## config.mk

```make
export PLATFORM = sky130hd
export DESIGN_NAME = c2p_cordic_cell
export DESIGN_NICKNAME = d
export VERILOG_FILES = /design/src/hdl/c2p_pkg.sv /design/src/hdl/c2p_cordic_cell.sv
export SDC_FILE = /design/constraint.sdc
export NUM_CORES = 1
export LEC_CHECK = 0
export BUFFER_PORTS_ARGS = -buffer_cell sky130_fd_sc_hd__clkbuf_2
export CELL_PAD_IN_SITES_DETAIL_PLACEMENT = 0
export CELL_PAD_IN_SITES_GLOBAL_PLACEMENT = 1
export CORE_ASPECT_RATIO = 0.75
export CORE_MARGIN = 5
export CORE_UTILIZATION = 46
export DETAILED_ROUTE_END_ITERATION = 8
export GPL_ROUTABILITY_DRIVEN = 0
export GPL_TIMING_DRIVEN = 0
export PLACE_DENSITY_LB_ADDON = 0.08
export SYNTH_ARGS = -nofsm -noshare
export SYNTH_HDL_FRONTEND = slang
export SYNTH_SLANG_ARGS = --single-unit
```

## constraint.sdc

```tcl
create_clock -name clk -period 7 [get_ports clk]
set_input_delay 0 -clock clk [delete_from_list [all_inputs] [get_ports clk]]
set_output_delay 0 -clock clk [all_outputs]
set_load 0.01 [all_outputs]
```

## src/hdl/c2p_pkg.sv

```systemverilog
// ----------------------------------------------------------------------------
// c2p_pkg: shared types and constants for the cartesian to polar unit
// Location codes, CORDIC arctangent table and datapath widths.
// ----------------------------------------------------------------------------
package c2p_pkg;

  localparam int C2P_COORD_BITS      = 16;
  localparam int C2P_ANGLE_FRAC_BITS = 7;

  // CORDIC datapath: coordinates are aligned so that their top lands on bit 59
  localparam int CORDIC_STAGES = 28;
  localparam int CORDIC_ALIGN  = 60;
  localparam int CW            = 62;
  localparam int ZW            = 32;
  localparam int ZFRAC         = 24;

  // atan(2^-i) in units of 2^-24 degree
  localparam logic signed [ZW-1:0] ATAN_TAB [CORDIC_STAGES] = '{
    32'sd754974720, 32'sd445687602, 32'sd235489088, 32'sd119537938,
    32'sd60000934,  32'sd30029717,  32'sd15018523,  32'sd7509720,
    32'sd3754917,   32'sd1877466,   32'sd938734,    32'sd469367,
    32'sd234684,    32'sd117342,    32'sd58671,     32'sd29335,
    32'sd14668,     32'sd7334,      32'sd3667,      32'sd1833,
    32'sd917,       32'sd458,       32'sd229,       32'sd115,
    32'sd57,        32'sd29,        32'sd14,        32'sd7
  };

  typedef enum logic [2:0] {
    LOC_ORIGIN = 3'd0,
    LOC_Q1     = 3'd1,
    LOC_Q2     = 3'd2,
    LOC_Q3     = 3'd3,
    LOC_Q4     = 3'd4,
    LOC_X_AXIS = 3'd5,
    LOC_Y_AXIS = 3'd6
  } loc_t;

  typedef struct packed {
    loc_t loc;
    logic neg_x;
    logic neg_y;
  } flags_t;

endpackage

```

## src/hdl/c2p_cordic_cell.sv

```systemverilog
// ----------------------------------------------------------------------------
// c2p_cordic_cell: one vectoring CORDIC micro-rotation
// Rotates (x, y) towards the x axis by atan(2^-STAGE) and accumulates z.
// ----------------------------------------------------------------------------
module c2p_cordic_cell import c2p_pkg::*; #(
  parameter int STAGE = 0
) (
  input  logic                 clk,
  input  logic                 en,
  input  logic signed [CW-1:0] x_i,
  input  logic signed [CW-1:0] y_i,
  input  logic signed [ZW-1:0] z_i,
  output logic signed [CW-1:0] x_o,
  output logic signed [CW-1:0] y_o,
  output logic signed [ZW-1:0] z_o
);

  localparam logic signed [ZW-1:0] ANG = ATAN_TAB[STAGE];

  logic signed [CW-1:0] dx, dy;
  logic signed [CW-1:0] x_nxt, y_nxt, x_r, y_r;
  logic signed [ZW-1:0] z_nxt, z_r;

  always_comb begin
    dx = y_i >>> STAGE;
    dy = x_i >>> STAGE;
    // rotate clockwise while y is still non-negative
    if (!y_i[CW-1]) begin
      x_nxt = x_i + dx;
      y_nxt = y_i - dy;
      z_nxt = z_i + ANG;
    end else begin
      x_nxt = x_i - dx;
      y_nxt = y_i + dy;
      z_nxt = z_i - ANG;
    end
  end

  always_ff @(posedge clk) begin
    if (en) begin
      x_r <= x_nxt;
      y_r <= y_nxt;
      z_r <= z_nxt;
    end
  end

  assign x_o = x_r;
  assign y_o = y_r;
  assign z_o = z_r;

endmodule

```

Word level (Yosys, flattened, before mapping):

Index checks and enable logic that the tools add are counted.

* muxes and demuxes: 3
* $add $sub $neg: 5

Operators by type and width (number)
* 2-to-1 mux 62 bit: 2
* subtractor 62 bit: 2
* adder 62 bit: 1
* adder 32 x 31 -> 32 bit, second input constant: 1
* 2-to-1 mux 32 bit: 1
* subtractor 32 x 31 -> 32 bit, second input constant: 1

* register bits after elaboration: 156
* output and inout port bits: 156
* word-level logic and storage cells: 11

Logic depth before layout (Yosys ltp):

* depth after elaboration: 2
* mapped depth: 14

Worst setup path before layout:

OpenSTA, ideal clock, no wires.

* path kind: input to register
* from: in x_i[0]
* to: reg x_r[58], in the netlist x_o[58], data pin
* cell stages on the path: 13
* arrival time: 2.704 ns
* path slack: 4.030 ns
* buffers on the path: 0
* library setup time: 0.266 ns
* cell sequence: ha_1 > fa_1 > nor2b_1 > o21ai_0 > a31oi_1 > o21ba_2 > nor4_2 > a311oi_1 > nor3_1 > o31ai_1 > a211o_1 > a21o_1 > xnor2_1

* longest elaborated chain between the ends: 2

Ends and longest elaborated chain
* from (decl): line c2p_cordic_cell.sv:10 `input logic signed [CW-1:0] x_i,`
* adder 62 bit / subtractor 62 bit (equally long branches): line c2p_cordic_cell.sv:29, c2p_cordic_cell.sv:33
* 2-to-1 mux 62 bit (*): line c2p_cordic_cell.sv:28 `if (!y_i[CW-1]) begin`
* net x_nxt[58]: line c2p_cordic_cell.sv:21 `logic signed [CW-1:0] x_nxt, y_nxt, x_r, y_r;`
* to (signal assigned): line c2p_cordic_cell.sv:41 `x_r <= x_nxt;`
* to (decl): line c2p_cordic_cell.sv:21

The timed path passes the listed nets; every way through them passes the cells marked *.
A chain may end at the register's enable or synchronous reset.

Worst setup path in the final report:

* from: in y_i[0]
* to: reg x_r[58], in the netlist x_o[58], data pin

* longest elaborated chain between the ends: 2

Ends and longest elaborated chain
* from (decl): line c2p_cordic_cell.sv:11 `input logic signed [CW-1:0] y_i,`
* adder 62 bit / subtractor 62 bit (equally long branches): line c2p_cordic_cell.sv:29, c2p_cordic_cell.sv:33
* 2-to-1 mux 62 bit (*): line c2p_cordic_cell.sv:28
* net x_nxt[58]: line c2p_cordic_cell.sv:21

Marked as above.

==> results.py <==
metrics = {
    "outcome": {
        "status": "finished, final reports clean",
    },
    "timing": {
        "setup_tns_ps": 0,
        "slew_violations": 0,
        "worst_slew_pin_slew_ps": 1430,
        "hold_viol": 0,
        "fin_crit_ps": 4810,
        "fmax_mhz": 208,
        "setup_violations": 0,
        "final.period_utilization_pct": 68.7,
        "slew_headroom_pct": 4.96,
        "rsz0062_at_grt": "no",
        "holdWs_ps": 14.4,
    },
    "setup_path": {
        "critPathArrivalTime_ps": 5000,
        "crit_fanout": 4,
        "crit_start": "y_i[0]",
        "path_class": "in2reg",
        "start_kind": "input port",
        "end_kind": "flop",
        "crit_required_ps": 7190,
    },
    "clock_network": {
        "cts_tree": "built",
        "cts.sink_count": 155,
        "root_buffer": "clkbuf_16",
        "h-tree-depth": 4,
        "path_clk_slew_ps": 70,
        "clockBufferDepth": 2,
        "cts_buffers": 17,
    },
    "synth": {
        "ys_seq_area_share_pct": 28.5,
        "syn-cell-area_sq_mm": 0.0163,
        "synth_area_per_cell_sq_um": 8.27,
        "ys_types": 82,
        "synthCells": 1977,
        "synth_enable_flop_cells": 155,
        "ys.flop_type": "edfxtp_1",
        "ys_async_sr_fraction_pct": 0,
        "yosysWarnings": 0,
        "syn_nets": 2328,
        "synth-seq-cells": 155,
    },
    "floorplanning": {
        "chipHeight_microns": 173,
        "initial_utilization_pct": 46.8,
        "std_cell_rows": 59,
        "dieArea_sq_mm": 0.0394,
        "core-area_sq_mm": 0.0349,
        "io_pins": 314,
        "die_x_microns": 228,
    },
    "global_routing": {
        "grt_use_total_pct": 31.6,
        "grt_max_degree": 101,
        "grt_pass1_vias": 16100,
        "grt_pass1_wl_microns": 96700,
        "gr-total-overflow": 0,
        "antenna_found_initial": 0,
    },
    "cells_and_area": {
        "num-nets-final": 2691,
        "syn2layout_area_growth_pct": 18.9,
        "final_cell_area_sq_mm": 0.0194,
        "drive_gt1_share_pct": 17.0,
        "finalCoreUtilization_pct": 55.7,
        "layout.cells.non_filler": 2810,
        "diodes": 0,
    },
    "placed_design": {
        "numPortBuffers": 313,
        "placed_cells": 2748,
        "place.detailed.hpwl_microns": 52300,
        "place_area_sq_mm": 0.0185,
    },
    "drt": {
        "vias": 17200,
        "wl_microns": 65300,
        "wl_per_cell_microns": 23.2,
        "first_pass_iters": 7,
        "vias_per_cell": 6.13,
        "dr.first_iter.drc_count": 2499,
        "drc": 0,
        "ant_nets": 0,
    },
    "run": {
        "drv_cap": 0,
    },
    "hold_path": {
        "hold_class": "in2reg",
        "hold_start": "x_i[0]",
    },
    "power_and_ir_drop": {
        "leakagePower_nw": 8.64,
        "p_per_area_mw_per_mm2": 196,
        "vdd_drop_max_mv": 0.139,
    },
}
[synthesized netlist by cell type, types with 5 or more instances]
cell | instances | area [sq um]
a311oi_1 | 7 | 61.3
a221oi_1 | 6 | 52.6
clkbuf_1 | 49 | 184
nand4_1 | 29 | 181
buf_1 | 18 | 67.6
or3_1 | 5 | 31.3
or2_2 | 8 | 50.1
clkinv_1 | 11 | 41.3
nand2_1 | 114 | 428
xor2_1 | 13 | 114
buf_2 | 15 | 75.1
nand3_1 | 29 | 145
a21boi_0 | 10 | 75.1
nor2b_1 | 28 | 175
and2_1 | 7 | 43.8
nand2b_1 | 16 | 100
a21oi_1 | 280 | 1400
edfxtp_1 | 155 | 4650
o211a_1 | 6 | 60.1
nor2_1 | 150 | 563
o31ai_1 | 26 | 195
o211ai_1 | 12 | 90.1
a21o_1 | 51 | 383
a211oi_1 | 12 | 90.1
inv_1 | 187 | 702
o21ai_0 | 138 | 691
ha_1 | 189 | 2360
nor3_1 | 35 | 175
and3_1 | 7 | 43.8
a31oi_1 | 19 | 119
mux2i_1 | 26 | 260
o21bai_1 | 69 | 518
xnor2_1 | 114 | 998
o21a_1 | 20 | 150
nor4_1 | 23 | 144
[cells by family after synthesis]
| family | count (synthesis) | synth area share (%) |
|---|---|---|
| AO/OA/AOI/OAI | 713 | 27.1 |
| XOR/XNOR | 127 | 6.80 |
| adder cells (fa/ha/maj) | 193 | 15.0 |
| buffers and inverters | 288 | 6.89 |
| flip-flops | 155 | 28.5 |
| multiplexers | 27 | 1.66 |
| AND/OR/NAND/NOR | 474 | 14.1 |
[final timing paths]
kind / end / slack [ps] / cells after the start
max: x_o[58] / 2190 / 15
min: x_o[0] / 10 / 4
[what timing repair did]
action / CTS / global route
hold endpoints to repair: 31 / 0
setup buffers: 0 / 0
hold buffers: 30 / 0
endpoints found under the setup margin: 0 / 0
resized for setup: 0 / 0
[layout make-up]
class	count	area [sq um]
Fill cell	3313	15500
Multi-Input combinational cell	1534	10600
Sequential cell	155	4650
Timing Repair Buffer	344	1900
Inverter	202	758
Tap cell	457	572
Clock buffer	17	425
Buffer	86	368
Clock inverter	15	190
[placed cells by master, fill, tap and decap left out, types with 8 or more instances in the layout]
master	Yosys	routed
o21a_1	20	20
buf_1	18	18
buf_2	15	15
clkinv_1	11	11
mux2i_1	26	26
edfxtp_1	155	155
nand4_1	29	29
a21oi_1	280	280
nor2b_1	28	28
nand2b_1	16	16
o21bai_1	69	69
a21boi_0	10	10
o31ai_1	26	26
a211oi_1	12	11
ha_1	189	189
xnor2_1	114	114
a21o_1	51	51
nand3_1	29	29
a31oi_1	19	19
o211ai_1	12	12
clkbuf_16	0	17
o21ai_0	138	138
clkbuf_1	49	49
nor3_1	35	35
nand2_1	114	114
nor2_1	150	150
inv_1	187	187
or2_2	8	8
xor2_1	13	13
nor4_1	23	23
clkbuf_2	0	312
dlygate4sd3_1	0	30
[critical path: stages]
cell	delay, ps
dlygate4sd3_1	550
clkbuf_2	130
ha_1	200
fa_1	400
nor2b_1	160
o21ai_0	270
a31oi_1	230
o21ba_2	280
nor4_2	710
a311oi_1	300
nor3_1	610
o31ai_1	400
a211o_1	400
a21o_1	190
xnor2_1	140
[power breakdown]
group	switching [W]	leakage, nW	total (W)	internal, W
logic	0.00102	6.83	0.00157	0.000550
clock network	0.000498	0.294	0.000983	0.000486
registers	0.0000445	1.52	0.00126	0.00122
[per-layer routing]
layer,GRT usage (%),vias to the layer above,part of all wire [%]
met5,0,-,0
met2,45.9,1178,42
met4,7.72,0,2.5
met3,8.26,120,13
met1,46.8,8096,43
li1,-,7820,-
[state kept, by name (all words and copies together) (netlist names)]
register / count
y_o: 61
z_o: 32
x_o: 62
[per-stage QoR]
step / setup slack, ps / power, W
floorplan: 4030 / 0.00219
CTS: 2350 / 0.00379
detailed placement: 2420 / 0.00278
finish: 2190 / 0.00381
global route: 2100 / 0.00398
global placement: 2450 / 0.00278
No activity file was read; power rests on OpenSTA's default activity.
