--- src/hdl/c2p_sqrt_cell.sv ---
// ----------------------------------------------------------------------------
// c2p_sqrt_cell: one digit of a restoring integer square root
// Settles one root bit, whose square weight is 2^SHIFT, per cell.
// ----------------------------------------------------------------------------
module c2p_sqrt_cell #(
  parameter int SW    = 32,
  parameter int SHIFT = 0
) (
  input  logic          clk,
  input  logic          en,
  input  logic [SW-1:0] op_i,
  input  logic [SW-1:0] res_i,
  output logic [SW-1:0] op_o,
  output logic [SW-1:0] res_o
);

  localparam logic [SW-1:0] BIT = {{(SW-1){1'b0}}, 1'b1} << SHIFT;

  logic [SW:0]   trial;
  logic          take;
  logic [SW-1:0] op_nxt, res_nxt, op_r, res_r;

  always_comb begin
    trial = {1'b0, res_i} + {1'b0, BIT};
    take  = {1'b0, op_i} >= trial;
    if (take) begin
      op_nxt  = op_i - trial[SW-1:0];
      res_nxt = (res_i >> 1) + BIT;
    end else begin
      op_nxt  = op_i;
      res_nxt = res_i >> 1;
    end
  end

  always_ff @(posedge clk) begin
    if (en) begin
      op_r  <= op_nxt;
      res_r <= res_nxt;
    end
  end

  assign op_o  = op_r;
  assign res_o = res_r;

endmodule

--- config.mk ---
export PLATFORM = sky130hd
export DESIGN_NAME = c2p_sqrt_cell
export DESIGN_NICKNAME = d
export VERILOG_FILES = /design/src/hdl/c2p_sqrt_cell.sv
export SDC_FILE = /design/constraint.sdc
export NUM_CORES = 1
export LEC_CHECK = 0
export BUFFER_PORTS_ARGS = -buffer_cell sky130_fd_sc_hd__clkbuf_2
export CAP_MARGIN = 15
export CELL_PAD_IN_SITES_DETAIL_PLACEMENT = 0
export CELL_PAD_IN_SITES_GLOBAL_PLACEMENT = 1
export CORE_ASPECT_RATIO = 0.5
export CORE_MARGIN = 10
export CORE_UTILIZATION = 35
export DETAILED_ROUTE_END_ITERATION = 7
export PLACE_DENSITY = 0.78
export SLEW_MARGIN = 0
export SYNTH_ARGS = -nofsm -noshare
export SYNTH_HDL_FRONTEND = slang
export SYNTH_SLANG_ARGS = --single-unit
--- constraint.sdc ---
create_clock -name clk -period 13.85 [get_ports clk]
set_input_delay 2.77 -clock clk [delete_from_list [all_inputs] [get_ports clk]]
set_output_delay 2.77 -clock clk [all_outputs]
set_load 0.03 [all_outputs]
# ---- Word-level counts from Yosys, hierarchy flattened
# Cells that the tools add are included.
dict set report word_totals {
  out_inout_bits 64
  regBits 64
  elab_cells 9
}
dict set report classes {
  addsub 3
  order_cmp 1
  n_mux 2
}
# operator count
set op_table {}
lappend op_table {{$add A32 B1 Y33 const B} 1}
lappend op_table {{$ge A32 B33 Y1} 1}
lappend op_table {{$add A31 B1 Y32 const B} 1}
lappend op_table {{$mux W32} 1}
lappend op_table {{$sub A32 B32 Y32} 1}
lappend op_table {{$mux W31} 1}

# ---- Depth between registers and ports, before layout
# Gate-level depths: netlist of run 1.
dict set report logic_depth {
  depth_word 3
  ltp_mapped 23
}

# ---- Worst setup path after synthesis of run 1
# OpenSTA, ideal clock, no wires.
dict set report synth_path {
  path_type {input-to-reg}
  start {input res_i[10]}
  end {register res_r[28], in the netlist res_o[28], data pin}
  n_path_buf 4
  arrival_time_ns 6.495
  setup_slack_ns 7.089
  path_stages 22
  setup_time_ns 0.266
  required_time_ns 13.584
  cell_sequence {buf_2 and4_1 and3_1 clkbuf_1 and4_1 nand4_1 nor2_1 nand3_1 nor2_1 xnor2_1 ha_1 clkbuf_1 nand4_1 nor2_1 nand4_1 a31o_1 a21oi_1 a21oi_2 or3_1 buf_6 nor4_4 xor2_1}
}
dict set report synth_via {
  elab_chain_cells 3
}
# item line
set synth_lines {}
lappend synth_lines {{from (decl)} 12} ;# input logic [SW-1:0] res_i,
lappend synth_lines {{$add A32 B1 Y33} 24} ;# trial = {1'b0, res_i} + {1'b0, BIT};
lappend synth_lines {{$ge A32 B33 Y1} 25} ;# take = {1'b0, op_i} >= trial;
lappend synth_lines {{$mux W31 *} 26} ;# if (take) begin
lappend synth_lines {{via res_nxt[28]} 21} ;# logic [SW-1:0] op_nxt, res_nxt, op_r, res_r;
lappend synth_lines {{to (signal assigned)} 38} ;# res_r <= res_nxt;
lappend synth_lines {{to (decl)} 21}
# Mark *: on every way through the listed nets, which the timed path passes. The rest lies on a longest branch.
# A chain may end at the register's enable or synchronous reset.

# ---- Worst setup path in the final report of run 1
dict set report layout_path {
  start {input res_i[1]}
  end {register res_r[20], in the netlist res_o[20], data pin}
}
# Same word-level chain as after synthesis.

==> reports/results.ini, run 1 <==
[drt]
drc = 0
via_per_inst = 5.09
dr.pass1.iters = 5
drtIter0Drc = 383
wl_per_cell_um = 17.6
wirelength_um = 15500
ant_nets = 0
vias = 4466

[floorplan]
die-height_um = 105
dieArea_mm2 = 0.0201
initial_utilization_pct = 35.5
io_pins = 130
core_area_mm2 = 0.0144
dieWidth_um = 191
fp-row-count = 31

[cts]
cts_buffers = 9
clock_path_buffers = 2
cts_tree = yes
post_cts.repair.setup_buffers = 0
root_buffer = clkbuf_16
cts_hold_buffers = 0
cts-resized-gates = 0
clk_pin_slew_worst_paths_ns = 0.05
cts.htree.levels = 3
clkSinkCount = 64

[placement]
place_hpwl_um = 12300
portBuffers = 129
gp_congestion = 0.906

[sta]
hold_violations = 0
report.final.slew_viol_count = 0
tightest_slew_ns = 0.831
fin_crit_ns = 7.63
rsz0062_at_grt = no
setup_viol = 0
timing.slew.headroom_pct = 43.1
tns_ns = 0
fin_hold_ws_ns = 2.75
fin_crit_sh_pct = 55.1
clock.fmax_mhz = 131

[final_layout]
antenna_cells = 0
drive_gt1_share_pct = 23.1
final_nets = 776
most-common-layout-cells = clkbuf_2, nand2_1, edfxtp_1
final_common_cell = clkbuf_2
synthToLayoutAreaGrowth_pct = 20.5

[setup_path]
cp_cell_sequence = clkbuf_2 > ha_1 > and3_1 > nand3_1 > nor2_1 > and4_1 > nand4_1 > xor2_1 > ha_1 > nand4_1 > or3_1 > o22ai_1 > a2111oi_2 > a32oi_4 > a21oi_4 > buf_4 > or3_1 > nor2_1 > xor2_1
cpMaxStageDelayCell = buf_4
arrival_ns = 7.70
cp_num_buf_inv = 2
cp-start-kind = input pin
crit_family = simple AND/OR/NAND/NOR gates
cp.required_ns = 13.92
end_kind = flip-flop
crit_type = input pin to flip-flop
critPathMaxStageDelay_ns = 0.56
cp_max_fo = 53

[synthesis]
yosysSeqAreaShare_pct = 37.7
synth_fp_nets = 660
async_reset_ff_share_pct = 0
syn_inst = 559
synth_edf_count = 64
ys_ff_latch = 64
synth_area_mm2 = 0.00510
synth_area_per_cell_um2 = 9.13
ys_warn_count = 0
yosys.cell_types.count = 51
synth_ff_type = edfxtp_1

[job]
max_cap_violations = 0

[global_route]
grt_antenna_before_repair = 0
grtUsageTotal_pct = 15.0
busiest_layer = met2
overflow = 0
use_met1_pct = 19.2
grt_util_met3_pct = 4.18
use_met2_pct = 24.9
grt_pass1_wl_um = 24300
grt_pass1_vias = 4454
grt_max_degree = 65

[power]
p_leak_nw = 2.50
p_per_area_mw_per_mm2 = 107
vdd_ir_drop_max_mv = 0.0578

[outcome]
status = finished, final reports clean

[min_path]
hold_class = input pin to flip-flop

## state kept, by name (all words and copies together) (netlist names)
| signal | flops |
|---|---|
| res_o | 32 |
| op_o | 32 |
## report_power, final
part	total (mW)	switching [mW]	leakage (nW)	internal (mW)
Sequential	0.248	0.00615	0.625	0.241
Combinational	0.213	0.143	1.75	0.0703
Clock	0.199	0.0810	0.123	0.118
## synth_stat cells, drive strengths merged (4+ instances only)
master  number  area, um2
o211ai       4       30.0
o21ai       49        245
clkbuf      15       58.8
edfxtp      64       1920
a21oi       30        154
nor2        50        195
nand4       22        138
a21o         9       67.6
nor4         5       61.3
nand3       23        120
a211oi       5       37.5
buf         12       71.3
xor2        48        420
and3         7       43.8
nand2b       5       31.3
nand2       72        273
nor3        11       65.1
inv         15       56.3
xnor2       41        359
o21a         5       37.5
ha          34        425
## kinds of logic (layout without fill, tap and decap cells)
kind of cell               Yosys count  after routing  synth area share (%)
xor gates and xnor gates            89             89                  15.3
buffers and inverters               42            162                  3.65
AOI/OAI and AO/OA                  117            117                  13.9
muxes                                3              3                 0.662
DFF                                 64             64                  37.7
adders and majority gates           35             35                  8.73
and+or+nand+nor                    209            209                  20.1
## final cells by class
type	count	area, um2
Inverter	15	56.3
Timing Repair Buffer	132	668
Multi-Input combinational cell	453	3000
Clock buffer	10	229
Sequential cell	64	1920
Clock inverter	5	25.0
Tap cell	198	248
Fill cell	1476	8200
## path summary, 6_finish.rpt
| check | start | endpoint | slack (ns) | cells past startpoint |
|---|---|---|---|---|
| worst min-delay path | op_i[13] | op_o[13] | 2.75 | 3 |
| worst max-delay path | res_i[1] | res_o[20] | 6.22 | 19 |
## stage by stage
step                      total power [mW]  util, %  instances  cell area [um2]  setup slack, ns
final                                0.660     42.8        877             6150             6.22
after global routing                 0.696     42.8        877             6150             5.62
after CTS                            0.666     42.8        877             6150             6.23
after detailed placement             0.465     41.1        862             5890             5.91
after global placement               0.465     41.1        862             5890             6.05
after floorplan                      0.398        -        559             5100             7.09
## metal layers
metal  vias up  wire length [um]
li1       2242                 -
met1      2099              7030
met2       119              7380
met3         6               953
met4         0               102
met5         -                 0
(Power assumes the default switching activity.)
==> inputs of run 2 (changes only) <==
--- a/config.mk
+++ b/config.mk
@@ -13,7 +13,7 @@
 export CORE_MARGIN = 10
 export CORE_UTILIZATION = 35
 export DETAILED_ROUTE_END_ITERATION = 7
-export PLACE_DENSITY = 0.78
+export PLACE_DENSITY = 0.81
 export SLEW_MARGIN = 0
 export SYNTH_ARGS = -nofsm -noshare
 export SYNTH_HDL_FRONTEND = slang
==> constraint.sdc (replaced) <==
create_clock -name clk -period 6.4 [get_ports clk]
set_input_delay 1.28 -clock clk [delete_from_list [all_inputs] [get_ports clk]]
set_output_delay 1.28 -clock clk [all_outputs]
set_load 0.03 [all_outputs]
==> reports/results.ini, run 2 (synthesized netlist as in run 1, its figures left out) <==
[final_layout]
synthToLayoutAreaGrowth_pct = 22.2  ; was 20.5%
final_nets = 781  ; was 776
most-common-layout-cells = clkbuf_2, nand2_1, edfxtp_1  ; unchanged
fill_cells = 1442  ; was 1476
drive_gt1_share_pct = 23.7  ; was 23.1%
antenna_cells = 0  ; unchanged
multiInputGateArea_mm2 = 0.00300  ; unchanged
final_cells = 882  ; was 877
final_util_pct = 43.4  ; was 42.8%
postLayoutCellArea_mm2 = 0.00623  ; was 0.00615 mm2
seqCellArea_mm2 = 0.00192  ; unchanged
final_common_cell = clkbuf_2  ; unchanged

[placement]
gp_congestion = 0.847  ; was 0.906
dp.cells = 867  ; was 862
place_hpwl_um = 12300  ; about the same
portBuffers = 129  ; unchanged
post_dp_cell_area_mm2 = 0.00593  ; was 0.00589 mm2
pre_cts_slack_ns = 0.546  ; was 5.91 ns

[drt]
dr.pass1.iters = 5  ; unchanged
drc = 0  ; unchanged
wirelength_um = 15400  ; was 15500 um
ant_nets = 0  ; unchanged
vias = 4526  ; was 4466
drtIter0Drc = 368  ; was 383
via_per_inst = 5.13  ; was 5.09
wl_per_cell_um = 17.5  ; was 17.6 um

[sta]
setup_viol = 0  ; unchanged
timing.slew.headroom_pct = 42.3  ; was 43.1%
fin_crit_sh_pct = 86.8
clock.fmax_mhz = 180
hold_violations = 0  ; unchanged
report.final.slew_viol_count = 0  ; unchanged
tightest_slew_ns = 0.865  ; was 0.831 ns
tns_ns = 0  ; unchanged
fin_ws_ns = 0.843  ; was 6.22 ns
rsz0062_at_grt = no  ; unchanged
fin_crit_ns = 5.56

[job]
max_cap_violations = 0  ; unchanged

[cts]
cts.htree.levels = 3  ; unchanged
post_cts.repair.setup_buffers = 0  ; unchanged
cts-resized-gates = 0  ; unchanged
clk_pin_slew_worst_paths_ns = 0.05  ; about the same
clock_path_buffers = 2  ; unchanged
cts_buffers = 9  ; unchanged
root_buffer = clkbuf_16  ; unchanged
clkSinkCount = 64  ; unchanged
cts_tree = yes  ; unchanged
cts_hold_buffers = 0  ; unchanged

[floorplan]
io_pins = 130  ; unchanged
initial_utilization_pct = 35.5  ; unchanged
core_area_mm2 = 0.0144  ; unchanged
dieWidth_um = 191  ; unchanged
fp-row-count = 31  ; unchanged
dieArea_mm2 = 0.0201  ; unchanged
die-height_um = 105  ; unchanged

[min_path]
hold_class = input pin to flip-flop  ; unchanged
min_path_cells = 3  ; unchanged

[global_route]
grt_pass1_vias = 4480  ; was 4454
grt_pass1_wl_um = 24400  ; was 24300 um
grt_max_degree = 65  ; unchanged
grt_antenna_before_repair = 0  ; unchanged
overflow = 0  ; unchanged
grtUsageTotal_pct = 15.0  ; about the same

[setup_path]
cp-start-kind = input pin  ; unchanged
end_kind = flip-flop  ; unchanged
crit_type = input pin to flip-flop  ; unchanged
cp-endpoint = res_o[14]  ; was res_o[20]
arrival_ns = 5.63  ; was 7.70 ns
cp_max_fo = 30  ; was 53
crit_start = res_i[1]  ; unchanged
cp.required_ns = 6.47  ; was 13.92 ns

[power]
vdd_ir_drop_max_mv = 0.143  ; was 0.0578 mV
p_per_area_mw_per_mm2 = 243  ; was 107 mW/mm2
p_leak_nw = 2.55  ; was 2.50 nW

[outcome]
status = finished, final reports clean  ; unchanged

-- run 2: cell type report --
cell class,count,share of cell area [%]
clock buffers,10,3.67
flip-flops and latches,64,30.8
well taps,198,3.97
inverters,15,0.903
clock inverters,5,1.16
multi-input cells,453,48.1
repair buffers,137,11.3
-- run 2: power by group --
group / switching [mW] / leakage (nW) / internal (mW)
clock network: 0.181 / 0.147 / 0.336
registers: 0.0150 / 0.625 / 0.523
logic: 0.309 / 1.77 / 0.154
-- run 2: critical path: stages --
cell	delay, ns
clkbuf_2	0.15
ha_1	0.22
and3_1	0.19
nand3_1	0.15
nor2_1	0.18
and4_1	0.27
nand4_1	0.20
nor2_1	0.22
nand3_1	0.16
nor2_1	0.15
xnor2_1	0.11
ha_1	0.43
nand4_1	0.19
nor2_1	0.23
nand4_1	0.11
a31o_1	0.24
a21oi_1	0.21
a21oi_4	0.06
buf_4	0.25
or2_2	0.34
nor3_1	0.19
xor2_1	0.10
-- run 2: how the worst min path moves through the flow --
| stage | endpoint | startpoint | slack, ns |
|---|---|---|---|
| 5_1_grt | op_o[0] | op_i[0] | 1.27 |
| 3_5_place_dp | op_o[0] | op_i[0] | 1.58 |
| 3_3_place_gp | op_o[0] | op_i[0] | 1.58 |
| 6_report | op_o[31] | op_i[31] | 1.25 |
| 4_1_cts | op_o[0] | op_i[0] | 1.24 |
| 2_1_floorplan | op_o[0] | en | 1.39 |
-- run 2: per-stage QoR --
| stage | hold slack (ns) | power (mW) |
|---|---|---|
| after floorplan | 1.39 | 0.862 |
| after global placement | 1.58 | 1.01 |
| after detailed placement | 1.58 | 1.01 |
| after CTS | 1.24 | 1.53 |
| after global routing | 1.27 | 1.59 |
| final | 1.25 | 1.52 |
-- run 2: layer usage --
| layer | GRT usage (%) | share of wire, % | vias up |
|---|---|---|---|
| met5 | 0 | 0 | - |
| met4 | 2.74 | 0.92 | 0 |
| met3 | 2.89 | 5.0 | 13 |
| met2 | 25.2 | 48 | 125 |
| met1 | 19.8 | 46 | 2129 |
| li1 | - | - | 2259 |
==> inputs of run 3 (changes only) <==
--- a/config.mk
+++ b/config.mk
@@ -9,7 +9,7 @@
 export CAP_MARGIN = 15
 export CELL_PAD_IN_SITES_DETAIL_PLACEMENT = 0
 export CELL_PAD_IN_SITES_GLOBAL_PLACEMENT = 1
-export CORE_ASPECT_RATIO = 0.5
+export CORE_ASPECT_RATIO = 1.5
 export CORE_MARGIN = 10
 export CORE_UTILIZATION = 35
 export DETAILED_ROUTE_END_ITERATION = 7
==> reports/results.ini, run 3 (synthesized netlist as in run 1, its figures left out) <==
[final_layout]
final_nets = 779  ; was 781
antenna_cells = 0  ; unchanged
synthToLayoutAreaGrowth_pct = 21.6  ; was 22.2%
most-common-layout-cells = clkbuf_2, nand2_1, edfxtp_1  ; unchanged
drive_gt1_share_pct = 23.9  ; was 23.7%
final_util_pct = 42.9  ; was 43.4%
final_common_cell = clkbuf_2  ; unchanged

[sta]
rsz0062_at_grt = no  ; unchanged
tightest_slew_ns = 0.860  ; was 0.865 ns
clock.fmax_mhz = 176  ; was 180 MHz
hold_violations = 0  ; unchanged
tns_ns = 0  ; unchanged
timing.slew.headroom_pct = 42.7  ; was 42.3%
fin_crit_ns = 5.69  ; was 5.56 ns
report.final.slew_viol_count = 0  ; unchanged
fin_crit_sh_pct = 88.9  ; was 86.8%
setup_viol = 0  ; unchanged

[drt]
dr.pass1.iters = 5  ; unchanged
via_per_inst = 5.22  ; was 5.13
wl_per_cell_um = 18.1  ; was 17.5 um
vias = 4582  ; was 4526
ant_nets = 0  ; unchanged
wirelength_um = 15900  ; was 15400 um
drc = 0  ; unchanged
drtIter0Drc = 263  ; was 368

[cts]
clkSinkCount = 64  ; unchanged
clk_pin_slew_worst_paths_ns = 0.05  ; about the same
cts_tree = yes  ; unchanged
clock_path_buffers = 2  ; unchanged
post_cts.repair.setup_buffers = 0  ; unchanged
root_buffer = clkbuf_16  ; unchanged
cts_hold_buffers = 0  ; unchanged
cts_buffers = 9  ; unchanged
cts.htree.levels = 3  ; unchanged
cts-resized-gates = 0  ; unchanged

[global_route]
grt_antenna_before_repair = 0  ; unchanged
use_met2_pct = 29.4  ; was 25.2%
grtUsageTotal_pct = 15.6  ; was 15.0%
grt_pass1_wl_um = 24700  ; was 24400 um
grt_util_met3_pct = 3.92  ; was 2.89%
overflow = 0  ; unchanged
busiest_layer = met2  ; unchanged
grt_pass1_vias = 4757  ; was 4480
grt_max_degree = 65  ; unchanged
use_met1_pct = 15.1  ; was 19.8%

[setup_path]
cp.required_ns = 6.47  ; about the same
cp_max_fo = 33  ; was 30
crit_top_cell = nor2_1  ; unchanged
cp_num_buf_inv = 2  ; unchanged
cp-start-kind = input pin  ; unchanged
critPathMaxStageDelay_ns = 0.43  ; about the same
cpMaxStageDelayCell = ha_1  ; unchanged
crit_start = res_i[1]  ; unchanged
arrival_ns = 5.76  ; was 5.63 ns
crit_family = simple AND/OR/NAND/NOR gates  ; unchanged
end_kind = flip-flop  ; unchanged
crit_type = input pin to flip-flop  ; unchanged
cp_cell_sequence = clkbuf_2 > ha_1 > and3_1 > nand3_1 > nor2_1 > and4_1 > nand4_1 > nor2_1 > nand3_1 > nor2_1 > xnor2_1 > ha_1 > nand4_1 > nor2_1 > nand4_1 > a31o_1 > a21oi_1 > a21oi_4 > buf_12 > or2_2 > nor3_1 > xor2_1  ; was clkbuf_2 > ha_1 > and3_1 > nand3_1 > nor2_1 > and4_1 > nand4_1 > nor2_1 > nand3_1 > nor2_1 > xnor2_1 > ha_1 > nand4_1 > nor2_1 > nand4_1 > a31o_1 > a21oi_1 > a21oi_4 > buf_4 > or2_2 > nor3_1 > xor2_1

[floorplan]
dieArea_mm2 = 0.0199  ; was 0.0201 mm2
die-height_um = 168  ; was 105 um
core_area_mm2 = 0.0145  ; was 0.0144 mm2
fp-row-count = 54  ; was 31
dieWidth_um = 119  ; was 191 um
initial_utilization_pct = 35.3  ; was 35.5%
io_pins = 130  ; unchanged

[power]
pwr-share-seq_pct = 37.0  ; was 35.5%
power_switching_mw = 0.514  ; was 0.504 mW
vdd_ir_drop_max_mv = 0.102  ; was 0.143 mV
p_leak_nw = 2.52  ; was 2.55 nW
p_per_area_mw_per_mm2 = 234  ; was 243 mW/mm2
p_int_mw = 0.937  ; was 1.01 mW
pwr-share-comb_pct = 32.4  ; was 30.5%
switching_share_pct = 35.4  ; was 33.3%
p_clk_share_pct = 30.6  ; was 34.1%

[placement]
portBuffers = 129  ; unchanged
gp_congestion = 0.931  ; was 0.847
place_hpwl_um = 13000  ; was 12300 um

[outcome]
status = finished, final reports clean  ; unchanged

[min_path]
hold_class = input pin to flip-flop  ; unchanged
hp-start = op_i[13]  ; was op_i[31]

[job]
max_cap_violations = 0  ; unchanged

## run 3: cell count changes in the layout (fill, tap and decap cells not counted)
cell	delta
buf_12	+2
buf_4	-4
bufinv_16	-2
clkbuf_1	-1
clkinv_1	-2
clkinv_2	+2
clkinvlp_4	+3
## run 3: power groups by stage
| stage | Sequential, mW | Clock (mW) | Combinational, mW |
|---|---|---|---|
| 5_1_grt | 0.542 | 0.471 | 0.511 |
| 4_1_cts | 0.538 | 0.452 | 0.473 |
| 2_1_floorplan | 0.641 | 0 | 0.221 |
| 6_report | 0.537 | 0.444 | 0.470 |
| 3_3_place_gp | 0.545 | 0 | 0.465 |
| 3_5_place_dp | 0.546 | 0 | 0.472 |
## run 3: worst paths after layout
| path | to | cells past startpoint |
|---|---|---|
| min | op_o[13] | 3 |
| max | res_o[14] | 22 |
## run 3: layout make-up
type                    instances  area, um2
clock inverters                 6       37.5
multi-input cells             453       3000
inverters                      15       56.3
fillers                      1511       8260
well taps                     196        245
repair buffers                135        716
flip-flops and latches         64       1920
clock buffers                   9        225
## run 3: metal layers
| layer | vias to the layer above | wire length, um |
|---|---|---|
| met2 | 131 | 8560 |
| met4 | 0 | 665 |
| met5 | - | 0 |
| met3 | 34 | 810 |
| li1 | 2251 | - |
| met1 | 2166 | 5820 |
## run 3: per-stage QoR
step           hold slack (ns)  worst slack [ns]  instance area [um2]  total power, mW  instances
6_report                  1.25             0.711                 6200             1.45        878
5_1_grt                   1.26             0.324                 6200             1.52        878
4_1_cts                   1.25             0.725                 6200             1.46        878
3_5_place_dp              1.60             0.401                 5940             1.02        863
3_3_place_gp              1.59             0.565                 5940             1.01        863
2_1_floorplan             1.39              1.13                 5100            0.862        559
